<file path="src/sv/ccd_pkg.sv">
// Shared types and constants of the color cell decoder.
// Holds the cell command passed from the parser to the pixel expander.
// No dependencies.
`default_nettype none

package ccd_pkg;

	// Palette store geometry
	localparam int PALETTE_DEPTH = 256;
	localparam int PAL_AW = $clog2(PALETTE_DEPTH);

	// Cell geometry: 4x4 pixels
	localparam int CELL_SIZE = 4;
	localparam int CELL_SHIFT = $clog2(CELL_SIZE);

	// Command queue between parser and expander
	localparam int QUEUE_DEPTH = 4;
	localparam int QUEUE_AW = $clog2(QUEUE_DEPTH);

	typedef logic [1:0] err_code_t;
	localparam err_code_t ERR_NONE = 2'd0;
	localparam err_code_t ERR_NOT_CCC = 2'd1;
	localparam err_code_t ERR_SIZE_CODE = 2'd2;

	// One queued command: a full cell, or an error report
	typedef struct packed {
		logic is_err;
		err_code_t err;
		logic [15:0] bitmap;
		logic [23:0] color0;
		logic [23:0] color1;
		logic [7:0] cell_col;
		logic [7:0] cell_row;
		logic last_cell;
	} cell_cmd_t;

	// Image width for a size code
	function automatic logic [9:0] size_width(input logic [2:0] code);
		logic [9:0] w;
		case (code)
			3'd0: w = 10'd128;
			3'd1: w = 10'd256;
			3'd2: w = 10'd512;
			3'd3: w = 10'd768;
			3'd4: w = 10'd320;
			3'd5: w = 10'd640;
			3'd6: w = 10'd640;
			default: w = 10'd64;
		endcase
		return w;
	endfunction

	// Image height for a size code
	function automatic logic [9:0] size_height(input logic [2:0] code);
		logic [9:0] h;
		case (code)
			3'd0: h = 10'd128;
			3'd1: h = 10'd256;
			3'd2: h = 10'd512;
			3'd3: h = 10'd768;
			3'd4: h = 10'd200;
			3'd5: h = 10'd400;
			3'd6: h = 10'd480;
			default: h = 10'd64;
		endcase
		return h;
	endfunction

endpackage

`default_nettype wire

</file>
<file path="src/sv/ccd_queue.sv">
// Short command queue between the parser and the pixel expander.
// Depends on ccd_pkg.
`default_nettype none

module ccd_queue (
	input wire logic clk,
	input wire logic arst_n,
	input wire logic push_valid,
	input wire ccd_pkg::cell_cmd_t push_cmd,
	output logic full,
	output logic pop_valid,
	output ccd_pkg::cell_cmd_t pop_cmd,
	input wire logic pop
);

	ccd_pkg::cell_cmd_t entry_q [ccd_pkg::QUEUE_DEPTH];
	logic [ccd_pkg::QUEUE_AW-1:0] wr_ptr_q;
	logic [ccd_pkg::QUEUE_AW-1:0] rd_ptr_q;
	logic [ccd_pkg::QUEUE_AW:0] count_q;
	logic do_push;
	logic do_pop;

	assign full = count_q == (ccd_pkg::QUEUE_AW + 1)'(ccd_pkg::QUEUE_DEPTH);
	assign pop_valid = count_q != '0;
	assign pop_cmd = entry_q[rd_ptr_q];
	assign do_push = push_valid && !full;
	assign do_pop = pop && pop_valid;

	// Entry storage
	always_ff @(posedge clk) begin
		if (do_push) begin
			entry_q[wr_ptr_q] <= push_cmd;
		end
	end

	// Pointers and fill level
	always_ff @(posedge clk or negedge arst_n) begin
		if (!arst_n) begin
			wr_ptr_q <= '0;
			rd_ptr_q <= '0;
			count_q <= '0;
		end else begin
			if (do_push) begin
				wr_ptr_q <= wr_ptr_q + 1'b1;
			end
			if (do_pop) begin
				rd_ptr_q <= rd_ptr_q + 1'b1;
			end
			if (do_push && !do_pop) begin
				count_q <= count_q + 1'b1;
			end else if (do_pop && !do_push) begin
				count_q <= count_q - 1'b1;
			end
		end
	end

endmodule

`default_nettype wire

</file>
<file path="config.mk">
export PLATFORM = sky130hd
export DESIGN_NAME = ccd_queue
export DESIGN_NICKNAME = d
export VERILOG_FILES = /design/src/sv/ccd_pkg.sv /design/src/sv/ccd_queue.sv
export SDC_FILE = /design/constraint.sdc
export NUM_CORES = 1
export LEC_CHECK = 0
export BUFFER_PORTS_ARGS = -buffer_cell sky130_fd_sc_hd__buf_2
export CAP_MARGIN = 15
export CORE_UTILIZATION = 40
export CTS_CLUSTER_SIZE = 16
export DETAILED_ROUTE_END_ITERATION = 6
export GPL_TIMING_DRIVEN = 0
export SYNTH_ARGS = -nofsm -noshare
export SYNTH_HDL_FRONTEND = slang
export SYNTH_SLANG_ARGS = --single-unit
</file>
<file path="constraint.sdc">
create_clock -name clk -period 4.2 [get_ports clk]
set_input_delay 0.84 -clock clk [delete_from_list [all_inputs] [get_ports clk]]
set_output_delay 0.84 -clock clk [all_outputs]
set_load 0.05 [all_outputs]
</file>
==> results_dict.tcl <==
set metrics [dict create \
    wl_per_cell_um 20.3 \
    core_area_mm2 0.0307 \
    yosysMostFrequentCell "edfxtp_1" \
    ctsHoldBuffers 0 \
    static-leakage-power_nw 5.20 \
    dp.cells 1047 \
    ys.flop_type "edfxtp_1" \
    fin_crit_ns 3.11 \
    required_ns 3.36 \
    drv_cap 0 \
    yosysTopAreaCell "edfxtp_1" \
    num_vias 5630 \
    final_area_mm2 0.0152 \
    whs_ns 0.167 \
    period_share_pct 74.2 \
    arrival_ns 2.27 \
    cts_tree "done" \
    stdcell_count 1114 \
    worstSkewPairLatency_ns 0.51 \
    clock_sink_count 343 \
    finClkSkew_ns 0.0109 \
    ys.warnings.count 0 \
    grt_first_pass_wirelength_um 34300 \
    cts_setup_buffers 0 \
    netlist_instances 474 \
    cts_resized 0 \
    cp_max_fo 10 \
    final_antenna_net_count 0 \
    die_area_mm2 0.0322 \
    ctsHtreeMaxLevel 2 \
    power-per-cell-area_mw_per_mm2 828 \
    finalSetupViolCount 0 \
    track_usage_pct 14.4 \
    overflow 0 \
    place_area_mm2 0.0141 \
    yosysSeqAreaShare_pct 81.6 \
    path_clk_slew_ns 0.06 \
    area_growth_syn_to_layout_pct 20.8 \
    start_kind "flip-flop" \
    relSlewSlack_pct 56.7 \
    avgSynthCellArea_um2 26.5 \
    run_status "complete, but fails checks" \
    fin_nets 784 \
    start_util_pct 40.9 \
    antenna_found_initial 1 \
    crit_type "flip-flop to primary output" \
    synth_common_cells "336 x edfxtp_1, 84 x mux4_2, 7 x buf_2, 7 x dfrtp_1" \
    rows 64 \
    tightest_slew_ns 0.650 \
    fin_util_pct 49.4 \
    maxSlewViolCount 0 \
    drc_errors 26 \
    clock_path_buffers 3 \
    vias_per_cell 5.05 \
    ys_ff_latch 343 \
    synth_area_leaders "edfxtp_1 80%, mux4_2 15%, dfrtp_1 1.4%" \
    fmax_ghz 0.321 \
    hold_viol 0 \
    portBuffers 173 \
    first_pass_iters 6 \
    dr.first_iter.drc_count 357 \
    rsz0062_at_grt "false" \
    synth_edf_count 336 \
    crit_path_end_kind "primary output" \
    synth_fp_nets 568 \
    wirelength_um 22700 \
    drive_above_1_share_pct 46.9 \
    async_reset_ff_share_pct 2.04 \
    syn_area_mm2 0.0126 \
    ys_types 21 \
    peakVddDrop_mv 0.508 \
    dp_hpwl_um 14000 \
    r2r-start "count_q[0]$_DFFE_PN0P_" \
    grt_max_degree 57 \
    fp.dieW_um 179 \
    ioPinCount 174 \
    n_antenna_cell 0 \
    chipHeight_um 179 \
    cp-startpoint "rd_ptr_q[1]$_DFFE_PN0P_" \
    cts-buffers-inserted 37 \
    violations "design-rule violations" \
    synth_top_cell_area_share_pct 80.2 \
    min_path_type "input pin to async pin" \
    root_buffer "clkbuf_16" \
    gp_routability_congestion 0.713 \
    first_global_vias 6137 \
]
-- area by class of cell --
class                      instances  area [um^2]
fill                            2499        15600
tap                              396          495
clock buffer                      50         1020
timing repair buffer             177          976
clock inverter                    17          121
multi-input combinational        108         2120
inverter                           3         11.3
sequential                       343        10300
buffer                            20          188
-- routing by layer --
layer	up-vias	share of wire [%]	GRT usage [%]
li1	2471	-	-
met1	2960	40	18.2
met2	167	52	24.5
met3	30	6.1	3.39
met4	2	1.8	4.59
met5	-	0.057	0
-- worst max-delay path: stages (launching register included) --
cell and delay [ns]:
dfrtp_1 0.44, buf_2 0.36, buf_2 0.37, mux4_2 0.37, buf_2 0.23
-- path summary, 6_finish.rpt --
check                      cells after the start  slack (ns)                       to
hold / removal                                 1        0.17  wr_ptr_q[0]$_DFFE_PN0P_
max in group asynchronous                      1        3.87  wr_ptr_q[1]$_DFFE_PN0P_
min in group clk                               1        0.49   count_q[2]$_DFFE_PN0P_
setup / recovery                               4        1.09              pop_cmd[14]
setup reg to reg                               8        2.05   count_q[2]$_DFFE_PN0P_
hold reg to reg                                1        0.49   count_q[2]$_DFFE_PN0P_
-- through the flow --
| stage | TNS, ns | power, W | worst slack (ns) |
|---|---|---|---|
| after global routing | 0 | 0.0132 | 0.940 |
| after CTS | 0 | 0.0128 | 0.979 |
| after detailed placement | 0 | 0.00978 | 1.53 |
| after global placement | -319.35 | 0.00970 | -0.968 |
| after floorplan | 0 | 0.00859 | 0.672 |
| final | 0 | 0.0126 | 1.09 |
-- state kept, by name (all words and copies together) (netlist names) --
name and cells:
wr_ptr_q 2, rd_ptr_q 2, count_q 3, entry_q 336
-- cell families after synthesis --
group / after synthesis / share of synthesized area [%]
flops: 343 / 81.6
mux: 86 / 15.2
buf+inv: 23 / 1.58
simple gates: 10 / 0.497
xor+xnor: 6 / 0.418
fa+ha+maj: 6 / 0.657
-- cells in the final DEF (no fill, tap or decap) --
cell,synthesis,layout
xnor2_1,4,4
nor2_1,1,1
mux4_2,84,84
clkinv_4,0,2
ha_1,5,5
dfrtp_1,7,7
buf_12,5,5
inv_1,3,3
nor3b_2,1,1
nand2_1,1,1
buf_4,4,4
xor2_1,2,2
nor2b_1,1,1
mux2_2,2,2
buf_2,7,180
edfxtp_1,336,336
buf_16,0,4
clkinv_1,0,4
buf_6,1,1
clkbuf_16,0,39
clkbuf_1,0,11
inv_6,0,1
buf_1,3,3
clkinv_2,0,7
and2_4,0,4
clkinvlp_4,0,2
fa_1,1,1
nand3_1,1,1
or3_1,1,1
bufinv_16,0,1
-- report_power, final --
part | switching, W | total, W | internal (W)
clock | 0.00123 | 0.00300 | 0.00177
sequential | 0.000156 | 0.00468 | 0.00452
combinational | 0.00338 | 0.00491 | 0.00153
Note: power is estimated with default switching activity, not from simulation.
