==> src/sv/ccd_pkg.sv <==
// Shared types and constants of the color cell decoder.
// Holds the cell command passed from the parser to the pixel expander.
// No dependencies.
`default_nettype none

package ccd_pkg;

	// Palette store geometry
	localparam int PALETTE_DEPTH = 256;
	localparam int PAL_AW = $clog2(PALETTE_DEPTH);

	// Cell geometry: 4x4 pixels
	localparam int CELL_SIZE = 4;
	localparam int CELL_SHIFT = $clog2(CELL_SIZE);

	// Command queue between parser and expander
	localparam int QUEUE_DEPTH = 4;
	localparam int QUEUE_AW = $clog2(QUEUE_DEPTH);

	typedef logic [1:0] err_code_t;
	localparam err_code_t ERR_NONE = 2'd0;
	localparam err_code_t ERR_NOT_CCC = 2'd1;
	localparam err_code_t ERR_SIZE_CODE = 2'd2;

	// One queued command: a full cell, or an error report
	typedef struct packed {
		logic is_err;
		err_code_t err;
		logic [15:0] bitmap;
		logic [23:0] color0;
		logic [23:0] color1;
		logic [7:0] cell_col;
		logic [7:0] cell_row;
		logic last_cell;
	} cell_cmd_t;

	// Image width for a size code
	function automatic logic [9:0] size_width(input logic [2:0] code);
		logic [9:0] w;
		case (code)
			3'd0: w = 10'd128;
			3'd1: w = 10'd256;
			3'd2: w = 10'd512;
			3'd3: w = 10'd768;
			3'd4: w = 10'd320;
			3'd5: w = 10'd640;
			3'd6: w = 10'd640;
			default: w = 10'd64;
		endcase
		return w;
	endfunction

	// Image height for a size code
	function automatic logic [9:0] size_height(input logic [2:0] code);
		logic [9:0] h;
		case (code)
			3'd0: h = 10'd128;
			3'd1: h = 10'd256;
			3'd2: h = 10'd512;
			3'd3: h = 10'd768;
			3'd4: h = 10'd200;
			3'd5: h = 10'd400;
			3'd6: h = 10'd480;
			default: h = 10'd64;
		endcase
		return h;
	endfunction

endpackage

`default_nettype wire

==> src/sv/ccd_out_if.sv <==
// Pixel channel of the color cell decoder.
// Valid/ready handshake; no dependencies.
`default_nettype none

interface ccd_out_if;
	logic valid;
	logic ready;
	logic [7:0] red;
	logic [7:0] green;
	logic [7:0] blue;
	logic [9:0] column;
	logic [9:0] row;
	logic last_of_cell;
	logic frame_done;
	logic [1:0] error_code;

	modport source(output valid, output red, output green, output blue, output column,
		output row, output last_of_cell, output frame_done, output error_code, input ready);
	modport sink(input valid, input red, input green, input blue, input column,
		input row, input last_of_cell, input frame_done, input error_code, output ready);
endinterface

`default_nettype wire

==> src/sv/ccd_expander.sv <==
// Back end: expands one cell command into 16 pixels, one per cycle
// unless stalled, or into one error item. Uses ccd_pkg, ccd_out_if.
`default_nettype none

module ccd_expander (
	input wire logic clk,
	input wire logic arst_n,
	input wire logic cmd_valid,
	input wire ccd_pkg::cell_cmd_t cmd,
	output logic cmd_pop,
	ccd_out_if.source pixels
);

	ccd_pkg::cell_cmd_t cur_q;
	logic busy_q;
	logic [3:0] pix_q;

	// Output register
	logic out_valid_q;
	logic [7:0] red_q, green_q, blue_q;
	logic [9:0] column_q, row_q;
	logic last_q, done_q;
	ccd_pkg::err_code_t err_q;

	logic advance;
	logic final_px;
	logic load;
	logic sel_bit;
	logic [23:0] rgb;
	logic [9:0] x0, y0;

	assign advance = busy_q && (!out_valid_q || pixels.ready);
	assign final_px = cur_q.is_err || pix_q == 4'd15;
	assign load = cmd_valid && (!busy_q || (advance && final_px));
	assign cmd_pop = load;

	// Pixel of the current step; bitmap is read MSB first
	assign sel_bit = cur_q.bitmap[4'd15 - pix_q];
	assign rgb = sel_bit ? cur_q.color1 : cur_q.color0;
	assign x0 = {cur_q.cell_col, ccd_pkg::CELL_SHIFT'(0)};
	assign y0 = {cur_q.cell_row, ccd_pkg::CELL_SHIFT'(0)};

	// Command register and pixel counter
	always_ff @(posedge clk or negedge arst_n) begin
		if (!arst_n) begin
			busy_q <= 1'b0;
			pix_q <= '0;
		end else if (load) begin
			busy_q <= 1'b1;
			pix_q <= '0;
		end else if (advance) begin
			pix_q <= pix_q + 4'd1;
			if (final_px) begin
				busy_q <= 1'b0;
			end
		end
	end

	always_ff @(posedge clk) begin
		if (load) begin
			cur_q <= cmd;
		end
	end

	// Output valid
	always_ff @(posedge clk or negedge arst_n) begin
		if (!arst_n) begin
			out_valid_q <= 1'b0;
		end else if (advance) begin
			out_valid_q <= 1'b1;
		end else if (pixels.ready) begin
			out_valid_q <= 1'b0;
		end
	end

	// Output payload
	always_ff @(posedge clk) begin
		if (advance) begin
			if (cur_q.is_err) begin
				red_q <= '0;
				green_q <= '0;
				blue_q <= '0;
				column_q <= '0;
				row_q <= '0;
				last_q <= 1'b1;
				done_q <= 1'b0;
				err_q <= cur_q.err;
			end else begin
				red_q <= rgb[23:16];
				green_q <= rgb[15:8];
				blue_q <= rgb[7:0];
				column_q <= x0 + {8'd0, pix_q[1:0]};
				row_q <= y0 + {8'd0, pix_q[3:2]};
				last_q <= final_px;
				done_q <= final_px && cur_q.last_cell;
				err_q <= ccd_pkg::ERR_NONE;
			end
		end
	end

	assign pixels.valid = out_valid_q;
	assign pixels.red = red_q;
	assign pixels.green = green_q;
	assign pixels.blue = blue_q;
	assign pixels.column = column_q;
	assign pixels.row = row_q;
	assign pixels.last_of_cell = last_q;
	assign pixels.frame_done = done_q;
	assign pixels.error_code = err_q;

endmodule

`default_nettype wire

==> src/flat_wrapper.sv <==
// flat-port wrapper written by rule: the top's interface ports become plain ports
module ccd_expander_flat 
  (clk, arst_n, cmd_valid, cmd, cmd_pop, pixels_valid, pixels_red, pixels_green, pixels_blue, pixels_column, pixels_row, pixels_last_of_cell, pixels_frame_done, pixels_error_code, pixels_ready);
  ccd_out_if pixels_i ();
  input wire logic clk;
  input wire logic arst_n;
  input wire logic cmd_valid;
  input wire ccd_pkg::cell_cmd_t cmd;
  output logic cmd_pop;
  output wire logic [$bits(pixels_i.valid)-1:0] pixels_valid;
  output wire logic [$bits(pixels_i.red)-1:0] pixels_red;
  output wire logic [$bits(pixels_i.green)-1:0] pixels_green;
  output wire logic [$bits(pixels_i.blue)-1:0] pixels_blue;
  output wire logic [$bits(pixels_i.column)-1:0] pixels_column;
  output wire logic [$bits(pixels_i.row)-1:0] pixels_row;
  output wire logic [$bits(pixels_i.last_of_cell)-1:0] pixels_last_of_cell;
  output wire logic [$bits(pixels_i.frame_done)-1:0] pixels_frame_done;
  output wire logic [$bits(pixels_i.error_code)-1:0] pixels_error_code;
  input wire logic [$bits(pixels_i.ready)-1:0] pixels_ready;
  assign pixels_valid = pixels_i.valid;
  assign pixels_red = pixels_i.red;
  assign pixels_green = pixels_i.green;
  assign pixels_blue = pixels_i.blue;
  assign pixels_column = pixels_i.column;
  assign pixels_row = pixels_i.row;
  assign pixels_last_of_cell = pixels_i.last_of_cell;
  assign pixels_frame_done = pixels_i.frame_done;
  assign pixels_error_code = pixels_i.error_code;
  assign pixels_i.ready = pixels_ready;
  ccd_expander u_core (.clk(clk), .arst_n(arst_n), .cmd_valid(cmd_valid), .cmd(cmd), .cmd_pop(cmd_pop), .pixels(pixels_i));
endmodule
==> config.mk <==
export PLATFORM = sky130hd
export DESIGN_NAME = ccd_expander_flat
export DESIGN_NICKNAME = d
export VERILOG_FILES = /design/src/sv/ccd_pkg.sv /design/src/sv/ccd_out_if.sv /design/src/sv/ccd_expander.sv /design/src/flat_wrapper.sv
export SDC_FILE = /design/constraint.sdc
export NUM_CORES = 1
export LEC_CHECK = 0
export ABC_CLOCK_PERIOD_IN_PS = 4350
export BUFFER_PORTS_ARGS = -buffer_cell sky130_fd_sc_hd__buf_2
export CAP_MARGIN = 0
export CORE_ASPECT_RATIO = 1.2
export CORE_MARGIN = 2
export CORE_UTILIZATION = 40
export CTS_CLUSTER_DIAMETER = 40
export DETAILED_ROUTE_END_ITERATION = 12
export PLACE_DENSITY = 0.66
export SYNTH_ARGS = -nofsm -noshare
export SYNTH_HDL_FRONTEND = slang
export SYNTH_SLANG_ARGS = --single-unit
==> constraint.sdc <==
create_clock -name clk -period 4.35 [get_ports clk]
set_input_delay 0.2175 -clock clk [delete_from_list [all_inputs] [get_ports clk]]
set_output_delay 0.2175 -clock clk [all_outputs]
set_load 0.005 [all_outputs]
==> results of run 1 <==
metrics by stage:
stage                     setup slack [ps]  power [mW]    util
final                                 1287       3.832  0.6036
after global routing                  1072       3.987  0.6036
after CTS                             1202       3.868  0.6036
after detailed placement              1651       2.188  0.4772
after global placement                1731       2.175  0.4772
after floorplan                      523.8       2.098       -
cells in the mapped netlist (2+ instances only):
library cell / n / area share
sky130_fd_sc_hd__xor2_1: 2 / 0.0035
sky130_fd_sc_hd__clkbuf_1: 6 / 0.0046
sky130_fd_sc_hd__nor2_1: 29 / 0.022
sky130_fd_sc_hd__buf_12: 2 / 0.0081
sky130_fd_sc_hd__buf_6: 3 / 0.0068
sky130_fd_sc_hd__nand2b_1: 3 / 0.0038
sky130_fd_sc_hd__inv_1: 3 / 0.0023
sky130_fd_sc_hd__edfxtp_1: 132 / 0.80
sky130_fd_sc_hd__mux4_1: 3 / 0.016
sky130_fd_sc_hd__nand3_1: 3 / 0.0030
sky130_fd_sc_hd__mux2i_1: 24 / 0.049
sky130_fd_sc_hd__dfrtp_1: 6 / 0.030
sky130_fd_sc_hd__nor2b_1: 18 / 0.023
sky130_fd_sc_hd__mux4_2: 2 / 0.0091
sky130_fd_sc_hd__nand2_1: 2 / 0.0015
sky130_fd_sc_hd__and2_1: 3 / 0.0038
how the worst max path moves through the flow:
stage	start	end	slack [ps]	cells after the start
2_1_floorplan	u_core.pix_q[1]$_DFFE_PN0P_	u_core.cur_q[0]$_DFFE_PP_	520	5
3_3_place_gp	u_core.cur_q[83]$_DFFE_PP_	cmd_pop	1730	6
3_5_place_dp	u_core.cur_q[83]$_DFFE_PP_	cmd_pop	1650	6
4_1_cts	u_core.cur_q[83]$_DFFE_PP_	cmd_pop	1200	6
5_1_grt	u_core.cur_q[83]$_DFFE_PP_	cmd_pop	1070	6
6_report	u_core.cur_q[83]$_DFFE_PP_	cmd_pop	1290	6
layer usage:
layer  track usage  vias up  wire length, um
li1              -     1398                -
met1        0.1698     1358             3813
met2        0.2535       96             4940
met3       0.04037       16              428
met4       0.06966        0              176
met5             0        -                0
sequential cells by signal, indices dropped and copies added, names as in the netlist, 2 cells and up:
signal,cells
u_core.pixels.blue,8
u_core.pix_q,4
u_core.cur_q,84
u_core.pixels.green,8
u_core.pixels.row,10
u_core.pixels.red,8
u_core.pixels.error_code,2
u_core.pixels.column,10
power by group:
part           switching [mW]  internal (mW)
sequential             0.0512           1.62
combinational           0.265          0.284
clock                   0.537           1.08
total                   0.852           2.98
worst max-delay path: stages (launching register included):
cell and delay (ps):
sky130_fd_sc_hd__edfxtp_1 320, sky130_fd_sc_hd__buf_4 430, sky130_fd_sc_hd__a31o_2 190, sky130_fd_sc_hd__a21bo_2 130
sky130_fd_sc_hd__and2_4 580, sky130_fd_sc_hd__buf_4 540, sky130_fd_sc_hd__buf_2 210
final cells by class:
cell class                      count  area [um^2]  share of cell area
Sequential cell                   138         4114              0.5653
Timing Repair Buffer              224         1551              0.2132
Multi-Input combinational cell     96        725.7             0.09972
Clock buffer                       18        429.2             0.05898
Clock inverter                     14        244.0             0.03353
Tap cell                          161        201.4             0.02768
Inverter                            3        11.26            0.001547
logic make-up (layout without fill, tap and decap cells):
family,count (synthesis),count (layout),share of synthesized area
flops,138,138,0.8320
simple gates,60,60,0.05997
mux,29,29,0.07363
buf+inv,14,259,0.02176
compound gates,3,3,0.004807
xor+xnor,3,3,0.005315
fa+ha+maj,1,1,0.002530
==> results.md, run 1 <==
Layout:
- The count of non-filler cells in the finished layout is 654.
- The most common cell after layout, fill and taps aside is sky130_fd_sc_hd__buf_2.
- The layout overhead on the synthesized area is 47.17%.
- The net count of the finished layout is roughly 570.
- The number of filler cells placed in the layout is 910.
- Leaving out fill and tap cells, the most frequent cells in the layout are sky130_fd_sc_hd__buf_2, sky130_fd_sc_hd__edfxtp_1, sky130_fd_sc_hd__dlygate4sd3_1.
- The number of antenna diodes in the final layout is 0.
- The area of all placed cells without fillers is between 7000 and 8000 um^2.
- Of the cells placed in the final design, the portion with a size suffix greater than 1 is 0.3570.

Route:
- The via density per instance is 4.385.
- The via count is around 2,900.
- The pre-antenna-repair detailed-routing pass consisted of 4 iterations.
- After detailed routing, the number of remaining DRC violations is 0.
- The starting DRC count in detailed routing is just under 70.
- The number of antenna-violating nets in the routed design is 0.
- After detailed routing, the average wire length per cell comes to approximately 14 um.
- The final layout contains routed wiring with a total length of around 9400 um.

Timing:
- The number of failing hold endpoints at the final stage is 0.
- Measured against its own limit, the worst slew margin works out to 0.2768.
- At the pin with the least slew margin, the transition time is ~1100 ps.
- The top achievable clock speed is about 330 MHz.
- The number of pins exceeding their max-slew limit in the final report is 0.
- The post-route fraction of the period consumed by the critical path is 0.7041.
- Across the routed clock network, the largest skew measured is ~9.6 ps.
- The post-layout minimum cycle time is between 3000 and 4000 ps.
- The worst hold margin is around 24 ps.
- Adding up every negative setup slack in the final design gives 0 ps.
- Setup repair after global routing left no endpoint under its margin.
- Setup violations remaining at the end of the flow were counted as 0.

Clock network:
- The number of gates resized after CTS was 0.
- TritonCTS built the clock tree.
- The number of buffers added by the clock tree synthesis step is 17.
- CTS saw 138 sinks.
- The number of setup buffers added after CTS is 0.
- The tree is rooted in a sky130_fd_sc_hd__clkbuf_16.
- The register clock-pin slew on the reported worst setup and hold paths is ~60 ps.
- The number of hold buffers added after CTS was 85.
- The number of H-tree branching levels is 4.
- For the worst-skew pair, the clock arrives at the later sink with an insertion delay of ~400 ps.
- The longest clock path from root to sink contains 2 buffers.

Worst hold path:
- The hold path endpoint is u_core.busy_q$_DFFE_PN0P_.
- The number of cells on the worst hold path is 2.
- The startpoint of the tightest hold check path is cmd_valid.
- The worst hold path belongs to the class in2reg.

Yosys:
- The count of cell types in the netlist is 23.
- The number of warnings reported in the yosys synthesis log is 0.
- The sequential element share of the synthesized area is 0.8320.
- The cell area that synthesis handed to floorplanning was 4945 um^2.
- After technology mapping, the gate count stands at ~250.
- Each instance of the synthesized netlist takes up on average 19.94 um^2.
- The synthesized netlist net count is between 300 and 400.
- Counting flops and latches in the post-synthesis netlist gives roughly 140.
- The share of async-settable or async-resettable flops after synthesis is 0.04348.
- The count of flip-flops with a built-in enable after synthesis is about 130.
- In the synthesized netlist the dominant register cell turns out to be sky130_fd_sc_hd__edfxtp_1.

Global route:
- The number of antenna violations at the first check in global routing is 0.
- The number of global-route vias before repair is 2,897.
- Across every metal layer, demand over resource in global routing totals 0.1471.
- The pin count of the biggest net entering global routing is 53.
- The total congestion overflow after global routing is 0.
- The first-pass GRT wire length is between 10,000 and 15,000 um.

Floorplan:
- The die outline width is between 100 and 150 um.
- The full die area is between 10,000 and 15,000 um^2.
- The initial utilization of the core area, before any placement, comes to 0.4101.
- The number of top-level pins is roughly 140.
- Measured along the y axis, the die boundary spans between 100 and 150 um.
- The core area is about 12,000 um^2.
- The placement row count is between 40 and 50.

Setup path:
- The worst setup path is captured at an output pin.
- The worst path required time is 4130 ps.
- Across all register-to-register paths, the minimum setup slack is about 1700 ps.
- The critical register-to-register path startpoint is u_core.pix_q[2]$_DFFE_PN0P_.
- Of all nets on the critical path, the largest fanout is 52.
- The data arrival time of the critical path is about 2900 ps.
- The worst register-to-register path has a depth of 4.
- The start-to-end type of the worst setup path is reg2out.
- The critical path launch point type is a register.
- The worst flop-to-flop path endpoint is u_core.pixels.blue[6]$_SDFFCE_PP0P_.

Power:
- The static leakage is around 3 nW.
- The worst supply voltage drop on vdd is 0.2608 mV.
- The ratio of total power to cell area is ~530 nW/um^2.

Place:
- Once placement completed, the tool counted placed cells totaling between 500 and 600.
- Routability-driven placement finished with a final weighted congestion of ~0.76.
- The placed cell area is around 5800 um^2.
- The number of buffers added on ports is around 140.
- The HPWL after detailed placement is 5389 um.

Job:
- The max-capacitance violation count is 0.

Status:
- The run finished with clean final reports.
Note: power is estimated with default switching activity, not from simulation.
==> run 2: changes to the inputs <==
ABC_CLOCK_PERIOD_IN_PS = 2900   (was 4350)
clock period = 2.9 ns   (was 4.35 ns; I/O delays follow)
==> results.md, run 2 (same netlist as run 1, synthesis figures left out) <==
Layout:
- The number of filler cells placed in the layout is 909.
- The register with the most flip-flops in the layout has 84 of them.
- Of the cells placed in the final design, the portion with a size suffix greater than 1 is 0.3563.
- From synthesis to final layout, the design area changed by 45.60%.
- The library cells used most frequently in the layout, excluding fill and tap cells, are sky130_fd_sc_hd__buf_2, sky130_fd_sc_hd__edfxtp_1, sky130_fd_sc_hd__dlygate4sd3_1.
- In the final design database the tool counted 570 nets.
- The finished layout holds around 660 standard cells, fillers aside.
- The register with the most flip-flops in the final layout is u_core.cur_q.
- The most common cell after layout, fill and taps aside is sky130_fd_sc_hd__buf_2.
- The number of antenna diodes in the final layout is 0.

Route:
- The uppermost layer routed is met4.
- The final routed wire length divided by cell count is roughly 14 um.
- Before antenna repair, the detailed router went through 4 iterations.
- After detailed routing, the number of remaining DRC violations is 0.
- For this block, wires on met1 add up to approximately 3700 um.
- The via density per instance is 4.398.
- The routed length on met2 is between 4000 and 5000 um.
- The detail route stage leaves a number of antenna-violating nets equal to 0.
- The starting DRC count in detailed routing is 105.
- Wires add up to around 9400 um.
- The wire length on met3 is 551 um.
- The final route contains 2,881 vias.

Floorplan:
- The die is 105.5 um wide.
- The die covers 13,270 um^2.
- The number of top-level pins is 138.
- After floorplanning, the core was divided into between 40 and 50 placement rows.
- The core area is approximately 12,000 um^2.
- In this run the vertical extent of the chip is between 100 and 150 um.
- The effective utilization at floorplan is 0.4101.

Clock network:
- For this design, the sink count on the clock tree is approximately 140.
- The number of clock buffers added by TritonCTS is 17.
- The clock insertion delay at the later pin of the skew report is about 410 ps.
- The register clock-pin slew on the reported worst setup and hold paths is around 50 ps.
- The tree is rooted in a sky130_fd_sc_hd__clkbuf_16.
- In this run the deepest clock path goes through 2 buffers.
- The number of H-tree branching levels is 4.
- Gates resized during post-CTS repair numbered 0.
- TritonCTS built the clock tree.

Power:
- The fraction of power consumed by sequential logic is 0.465.
- The analysis attributes to net switching a power of 1.267 mW.
- The logic gate share of total power is 0.153.
- The switching part of the total power is 0.2354.
- The ratio of total power to cell area is approximately 750 nW/um^2.
- The static leakage is 2.885 nW.
- Of the total power, the clock network draws 0.382.
- The worst supply voltage drop on vdd is 0.3824 mV.
- The cell-internal power is between 4 and 5 mW.

Setup path:
- By startpoint and endpoint, the worst setup path is classified as reg2out.
- Data on the critical path arrives at its endpoint at 2520 ps.
- The worst path required time is between 2000 and 3000 ps.
- The nature of the critical path endpoint is an output pin.
- In this run the worst path has a maximum fanout of between 80 and 90.
- The critical path launch point type is a register.

Status:
- The flow ran to the end, and the final reports show no timing, DRC or antenna violations.

Global route:
- Global routing finished with a remaining overflow of 0.
- The first global-routing pass estimated between 10,000 and 15,000 um of wire.
- The number of global-route vias before repair was 2,984.
- Entering global routing, the biggest net connects 90 pins.
- The overall fraction of global-route tracks in use is 0.1494.
- The number of antenna violations at the first check in global routing is 0.

Timing:
- The actual slew at the worst max-slew pin is about 1100 ps.
- For this run, the top clock speed supported by timing is around 370 MHz.
- The worst slew margin relative to its limit is 0.2427.
- In the finished design, the share of the clock period the worst path needs comes to 0.9204.
- Setup repair after global routing left no endpoint under its margin.
- The post-layout minimum cycle time is between 2000 and 3000 ps.
- Summed over all failing endpoints, the final setup total negative slack is 0 ps.
- The number of failing hold endpoints at the final stage was 0.
- The clock tree skew after final layout is approximately 8.5 ps.
- The number of pins exceeding their max-slew limit in the final report was 0.
- The total setup violations reported at the end of the flow is 0.

Job:
- Across the run, the number of max-cap violations was 0.

Place:
- The wire-length estimate of the detail-placed layout is roughly 5400 um.
- The congestion estimate from routability-driven global placement came to between 0.7 and 0.8.
- The number of instances in the placed design is around 540.
- Port buffering added between 100 and 150 buffers.

Worst hold path:
- The kind of path behind the tightest hold check is in2async.
-- run 2: layout make-up --
class,count,area [um^2],area share
tap,161,201.4,0.02798
multi-input combinational,96,725.7,0.1008
clock buffer,17,425.4,0.05909
timing repair buffer,225,1574,0.2186
inverter,3,11.26,0.001564
sequential,138,4114,0.5714
clock inverter,15,147.6,0.02051
-- run 2: worst max-delay path: stages, from the launching register on --
cell	delay [ps]
sky130_fd_sc_hd__dfrtp_1	400
sky130_fd_sc_hd__ha_1	210
sky130_fd_sc_hd__a31o_2	180
sky130_fd_sc_hd__a21bo_2	140
sky130_fd_sc_hd__and2_4	870
sky130_fd_sc_hd__buf_2	260
-- run 2: power groups by stage --
stage | logic, mW | registers (mW) | clock network, mW
global placement | 0.720 | 2.53 | 0
detailed placement | 0.744 | 2.54 | 0
floorplan | 0.617 | 2.53 | 0
finish | 0.824 | 2.50 | 2.06
global route | 0.911 | 2.52 | 2.19
CTS | 0.835 | 2.50 | 2.10
-- run 2: metal layers --
layer | vias to the layer above | GRT usage
li1 | 1399 | -
met1 | 1364 | 0.1685
met2 | 103 | 0.2615
met3 | 15 | 0.04762
met4 | 0 | 0.06192
met5 | - | 0
-- run 2: path summary, 6_finish.rpt --
kind                                             start                                     to  slack, ps  cells after the start
min in group clk                          pixels_ready        u_core.pixels.valid$_DFFE_PN0P_        150                      3
hold reg to reg             u_core.cur_q[11]$_DFFE_PP_  u_core.pixels.column[4]$_SDFFCE_PP0P_        520                      1
hold / removal                                  arst_n        u_core.pixels.valid$_DFFE_PN0P_        100                      2
max in group asynchronous                       arst_n            u_core.pix_q[0]$_DFFE_PN0P_       2660                      2
setup reg to reg           u_core.pix_q[2]$_DFFE_PN0P_     u_core.pixels.red[5]$_SDFFCE_PP0P_        320                      4
setup / recovery           u_core.pix_q[1]$_DFFE_PN0P_                                cmd_pop        230                      5
-- run 2: repair_timing --
item                                    CTS  global route
endpoints found under the setup margin    0             0
endpoints found under the hold margin    91             0
hold buffers                             86             0
buffers inserted                          0             0
-- run 2: stage by stage --
step	total power [mW]	cell area (um^2)	util	setup WS, ps	hold slack (ps)
3_5_place_dp	3.285	5766	0.4782	284.4	-27.17
2_1_floorplan	3.143	4946	-	311.9	-150.6
5_1_grt	5.620	7199	0.5971	53.93	106.3
6_report	5.382	7199	0.5971	231.0	100.3
4_1_cts	5.435	7199	0.5971	202.1	84.03
3_3_place_gp	3.254	5766	0.4782	342.7	-28.26
==> run 3: changes to the inputs <==
ABC_AREA = 1   (was default)
ABC_CLOCK_PERIOD_IN_PS = default   (was 2900)
BUFFER_PORTS_ARGS = default   (was -buffer_cell sky130_fd_sc_hd__buf_2)
DONT_BUFFER_PORTS = 1   (was default)
PLACE_DENSITY = 0.56   (was 0.66)
==> results.md, run 3 <==
Place:
- The routability-driven placement congestion ratio is between 0.8 and 0.9.
- The detailed placement HPWL is approximately 6000 um.
- OpenSTA, run right after detailed placement, puts the worst setup slack at between 800 and 900 ps.
- The placed cell area is ~5500 um^2.
- During placement, the flow inserted port buffers numbering 0.

Setup path:
- The reg2reg setup slack is ~900 ps.
- The startpoint identified for the worst register-to-register timing path is u_core.pix_q[0]$_DFFE_PN0P_.
- The length in cells of the worst reg-to-reg path is 8.
- In this run the worst path has a maximum fanout of 25.
- STA puts the critical path data required time at about 2800 ps.
- The start-to-end type of the worst setup path is reg2out.
- The worst flop-to-flop path endpoint is u_core.cur_q[58]$_DFFE_PP_.
- Data arrives at the worst endpoint at 2220 ps.
- The nature of the critical path endpoint is an output pin.
- The worst setup path is launched from a register.

Clock network:
- The number of setup buffers added after CTS is 0.
- The TritonCTS clock tree is done.
- Counting the buffers created by CTS gives 17.
- Clock tree synthesis selected as its root buffer the cell sky130_fd_sc_hd__clkbuf_16.
- The hold-fix buffer count after cts is just under 90.
- The clock tree synthesis step divided the H-tree into 4 levels.
- The clock passes through at most 2 buffers.
- The clock drives approximately 140 sinks.
- Post-CTS repair changed the size of 0 cells.
- Clock-pin slew was measured on the worst setup and hold paths at around 60 ps.
- The clock insertion delay at the later pin of the skew report is between 400 and 500 ps.

Timing:
- The clock period could shrink to ~2400 ps.
- The worst path meets setup with roughly 530 ps of slack.
- The clock tree skew after final layout is 5.511 ps.
- The number of failing hold endpoints at the final stage came to 0.
- In this run the tightest slew margin relative to its limit is 0.6909.
- The worst hold margin is between 60 and 70 ps.
- The total setup violations reported at the end of the flow is 0.
- The post-route fraction of the period consumed by the critical path is 0.8170.
- The top achievable clock speed is 422.1 MHz.
- The number of pins exceeding their max-slew limit in the final report is 0.
- Setup repair after global routing left no endpoint under its margin.
- The actual slew at the worst max-slew pin is around 460 ps.
- Summed over all failing endpoints, the final setup total negative slack is 0 ps.

Yosys:
- The total standard cell area after synthesis is around 5300 um^2.
- The share of async-settable or async-resettable flops after synthesis is 0.04348.
- The count of flip-flops with a built-in enable after synthesis is 132.
- Yosys mapped the design onto 18 distinct sky130hd cell types.
- Summed over all instances, the cell type with the most area after synthesis is sky130_fd_sc_hd__edfxtp_1.
- After synthesis, the mean cell area works out to between 10 and 15 um^2.
- Synthesis inferred 138 register bits.
- The most frequently used flop master after synthesis is sky130_fd_sc_hd__edfxtp_1.
- sky130_fd_sc_hd__edfxtp_1 is the most common cell in the netlist.
- The commonest cells after synthesis are sky130_fd_sc_hd__edfxtp_1, sky130_fd_sc_hd__nand2_1, sky130_fd_sc_hd__inv_1.
- Yosys attributes the largest share of cell area to sky130_fd_sc_hd__edfxtp_1, sky130_fd_sc_hd__nand2_1, sky130_fd_sc_hd__inv_1.
- The synthesized netlist net count is between 400 and 500.
- Yosys printed 0 warnings.
- Of the post-synthesis cell area, the dominant cell type holds 0.7489.
- The sequential element share of the synthesized area is 0.7773.
- Synthesis handed over a netlist of between 300 and 400 instances.

Route:
- The via count is around 3,100.
- The via density per instance is about 4.6.
- The final routed wire length divided by cell count is between 10 and 15 um.
- After the first detailed-routing iteration, the DRC count stood at ~130.
- Wires add up to 10,010 um.
- The first detailed-routing pass ran for 4 iterations.
- For this run, design rule violations remaining after detail routing come to 0.
- The number of antenna-violating nets in the routed design is 0.

Floorplan:
- The die outline width is roughly 110 um.
- The placement row count is between 40 and 50.
- For this configuration, the core starts out at a cell density of 0.4051.
- The number of top-level pins is around 140.
- The full die area is approximately 14,000 um^2.
- The core region is roughly 13,000 um^2.
- The height of the chip is roughly 130 um.

Layout:
- The layout overhead on the synthesized area is 31.32%.
- The library cell used most frequently in the layout, excluding fill and tap cells, is sky130_fd_sc_hd__edfxtp_1.
- The proportion of layout cells with a drive suffix above 1 is 0.1303.
- The area taken by multi-input logic gates is 842.1 um^2.
- The register with the most flip-flops in the layout has between 80 and 90 of them.
- In the final design database the tool counted 575 nets.
- With fillers left out, the area of the finished cells amounts to between 6000 and 7000 um^2.
- Leaving out fill and tap cells, the most frequent cells in the layout are sky130_fd_sc_hd__edfxtp_1, sky130_fd_sc_hd__dlygate4sd3_1, sky130_fd_sc_hd__nand2_1.
- After filler insertion, the fill cell instance count of the layout stands at approximately 1,100.
- The sequential cells in the finished layout cover a total of slightly above 4000 um^2.
- Ranked by flip-flop count, first place goes to u_core.cur_q.

Global route:
- The overall fraction of global-route tracks in use is 0.1470.
- The first global-routing pass estimated roughly 15,000 um of wire.
- The total congestion overflow after global routing is 0.
- The number of antenna violations at the first check in global routing came to 1.
- The number of global-route vias before repair is approximately 3,000.
- Entering global routing, the biggest net connects 65 pins.

Power:
- The ratio of total power to cell area is about 930 nW/um^2.
- In this run the static leakage power is 2.744 nW.
- Across the VDD grid, the largest voltage drop is between 0.5 and 0.6 mV.
- The design draws roughly 6.5 mW.

Job:
- The max-capacitance violation count is 0.

Worst hold path:
- The tightest min-delay check is of the in2async type.

Status:
- The flow ran to the end, and the final reports show no timing, DRC or antenna violations.
run 3: cell count changes after synthesis, sizes merged, moves of 2 or more:
cell	previous run	this run
a21oi	1	25
and2	3	0
buf	5	11
clkbuf	6	4
inv	3	57
mux2i	24	0
mux4	5	0
nand2	2	62
nand2b	3	0
nand3	3	36
nor2	29	49
nor2b	18	0
run 3: kinds of logic (layout without fill, tap and decap cells):
family / count (synthesis) / after routing / share of synthesized area
and+or+nand+nor: 148 / 148 / 0.1156
AOI/OAI and AO/OA: 25 / 25 / 0.03782
adders and majority gates: 1 / 1 / 0.002364
xor gates and xnor gates: 2 / 2 / 0.003310
other: 0 / 1 / 0
buffers and inverters: 73 / 185 / 0.06359
DFF: 138 / 138 / 0.7773
run 3: report_power, final:
part,total [mW],internal [mW],switching (mW)
registers,3.05,2.80,0.248
clock network,2.09,1.26,0.830
logic,1.32,0.490,0.833
total,6.47,4.56,1.91
run 3: metal layers:
metal,track usage,wire [um]
met3,0.05694,632
met4,0.06637,166
met2,0.2389,5101
met5,0,0
met1,0.1723,4111
run 3: cell type report:
type / count / share of cell area
antenna: 1 / 0.0003600
clock buffer: 17 / 0.06121
clock inverter: 15 / 0.02142
inverter: 58 / 0.03258
multi-input combinational: 176 / 0.1212
sequential: 138 / 0.5919
tap: 168 / 0.03024
timing repair buffer: 95 / 0.1411
run 3: worst max-delay path: stages, from the launching register on:
cell and delay, ps:
sky130_fd_sc_hd__dfrtp_1 590, sky130_fd_sc_hd__ha_1 240, sky130_fd_sc_hd__nand3_1 100, sky130_fd_sc_hd__nand2_1 100, sky130_fd_sc_hd__nand2_1 50, sky130_fd_sc_hd__nand2_1 70, sky130_fd_sc_hd__nand2_1 90, sky130_fd_sc_hd__clkinvlp_4 100
sky130_fd_sc_hd__buf_4 300, sky130_fd_sc_hd__buf_4 170
run 3: metrics by stage:
step                      std cells  utilization
after floorplan                 387            -
after global placement          548       0.4212
after CTS                       667       0.5318
after detailed placement        548       0.4212
after global routing            668       0.5320
final                           668       0.5320
run 3: worst max-delay path by stage:
| stage | from | endpoint | slack, ps | cells past startpoint |
|---|---|---|---|---|
| floorplan | u_core.pix_q[1]$_DFFE_PN0P_ | u_core.cur_q[0]$_DFFE_PP_ | 210 | 7 |
| global route | u_core.pix_q[0]$_DFFE_PN0P_ | cmd_pop | 280 | 9 |
| global placement | u_core.pix_q[0]$_DFFE_PN0P_ | u_core.cur_q[25]$_DFFE_PP_ | 910 | 8 |
| finish | u_core.pix_q[0]$_DFFE_PN0P_ | cmd_pop | 530 | 9 |
| CTS | u_core.pix_q[0]$_DFFE_PN0P_ | cmd_pop | 480 | 9 |
| detailed placement | u_core.pix_q[0]$_DFFE_PN0P_ | u_core.cur_q[27]$_DFFE_PP_ | 880 | 8 |
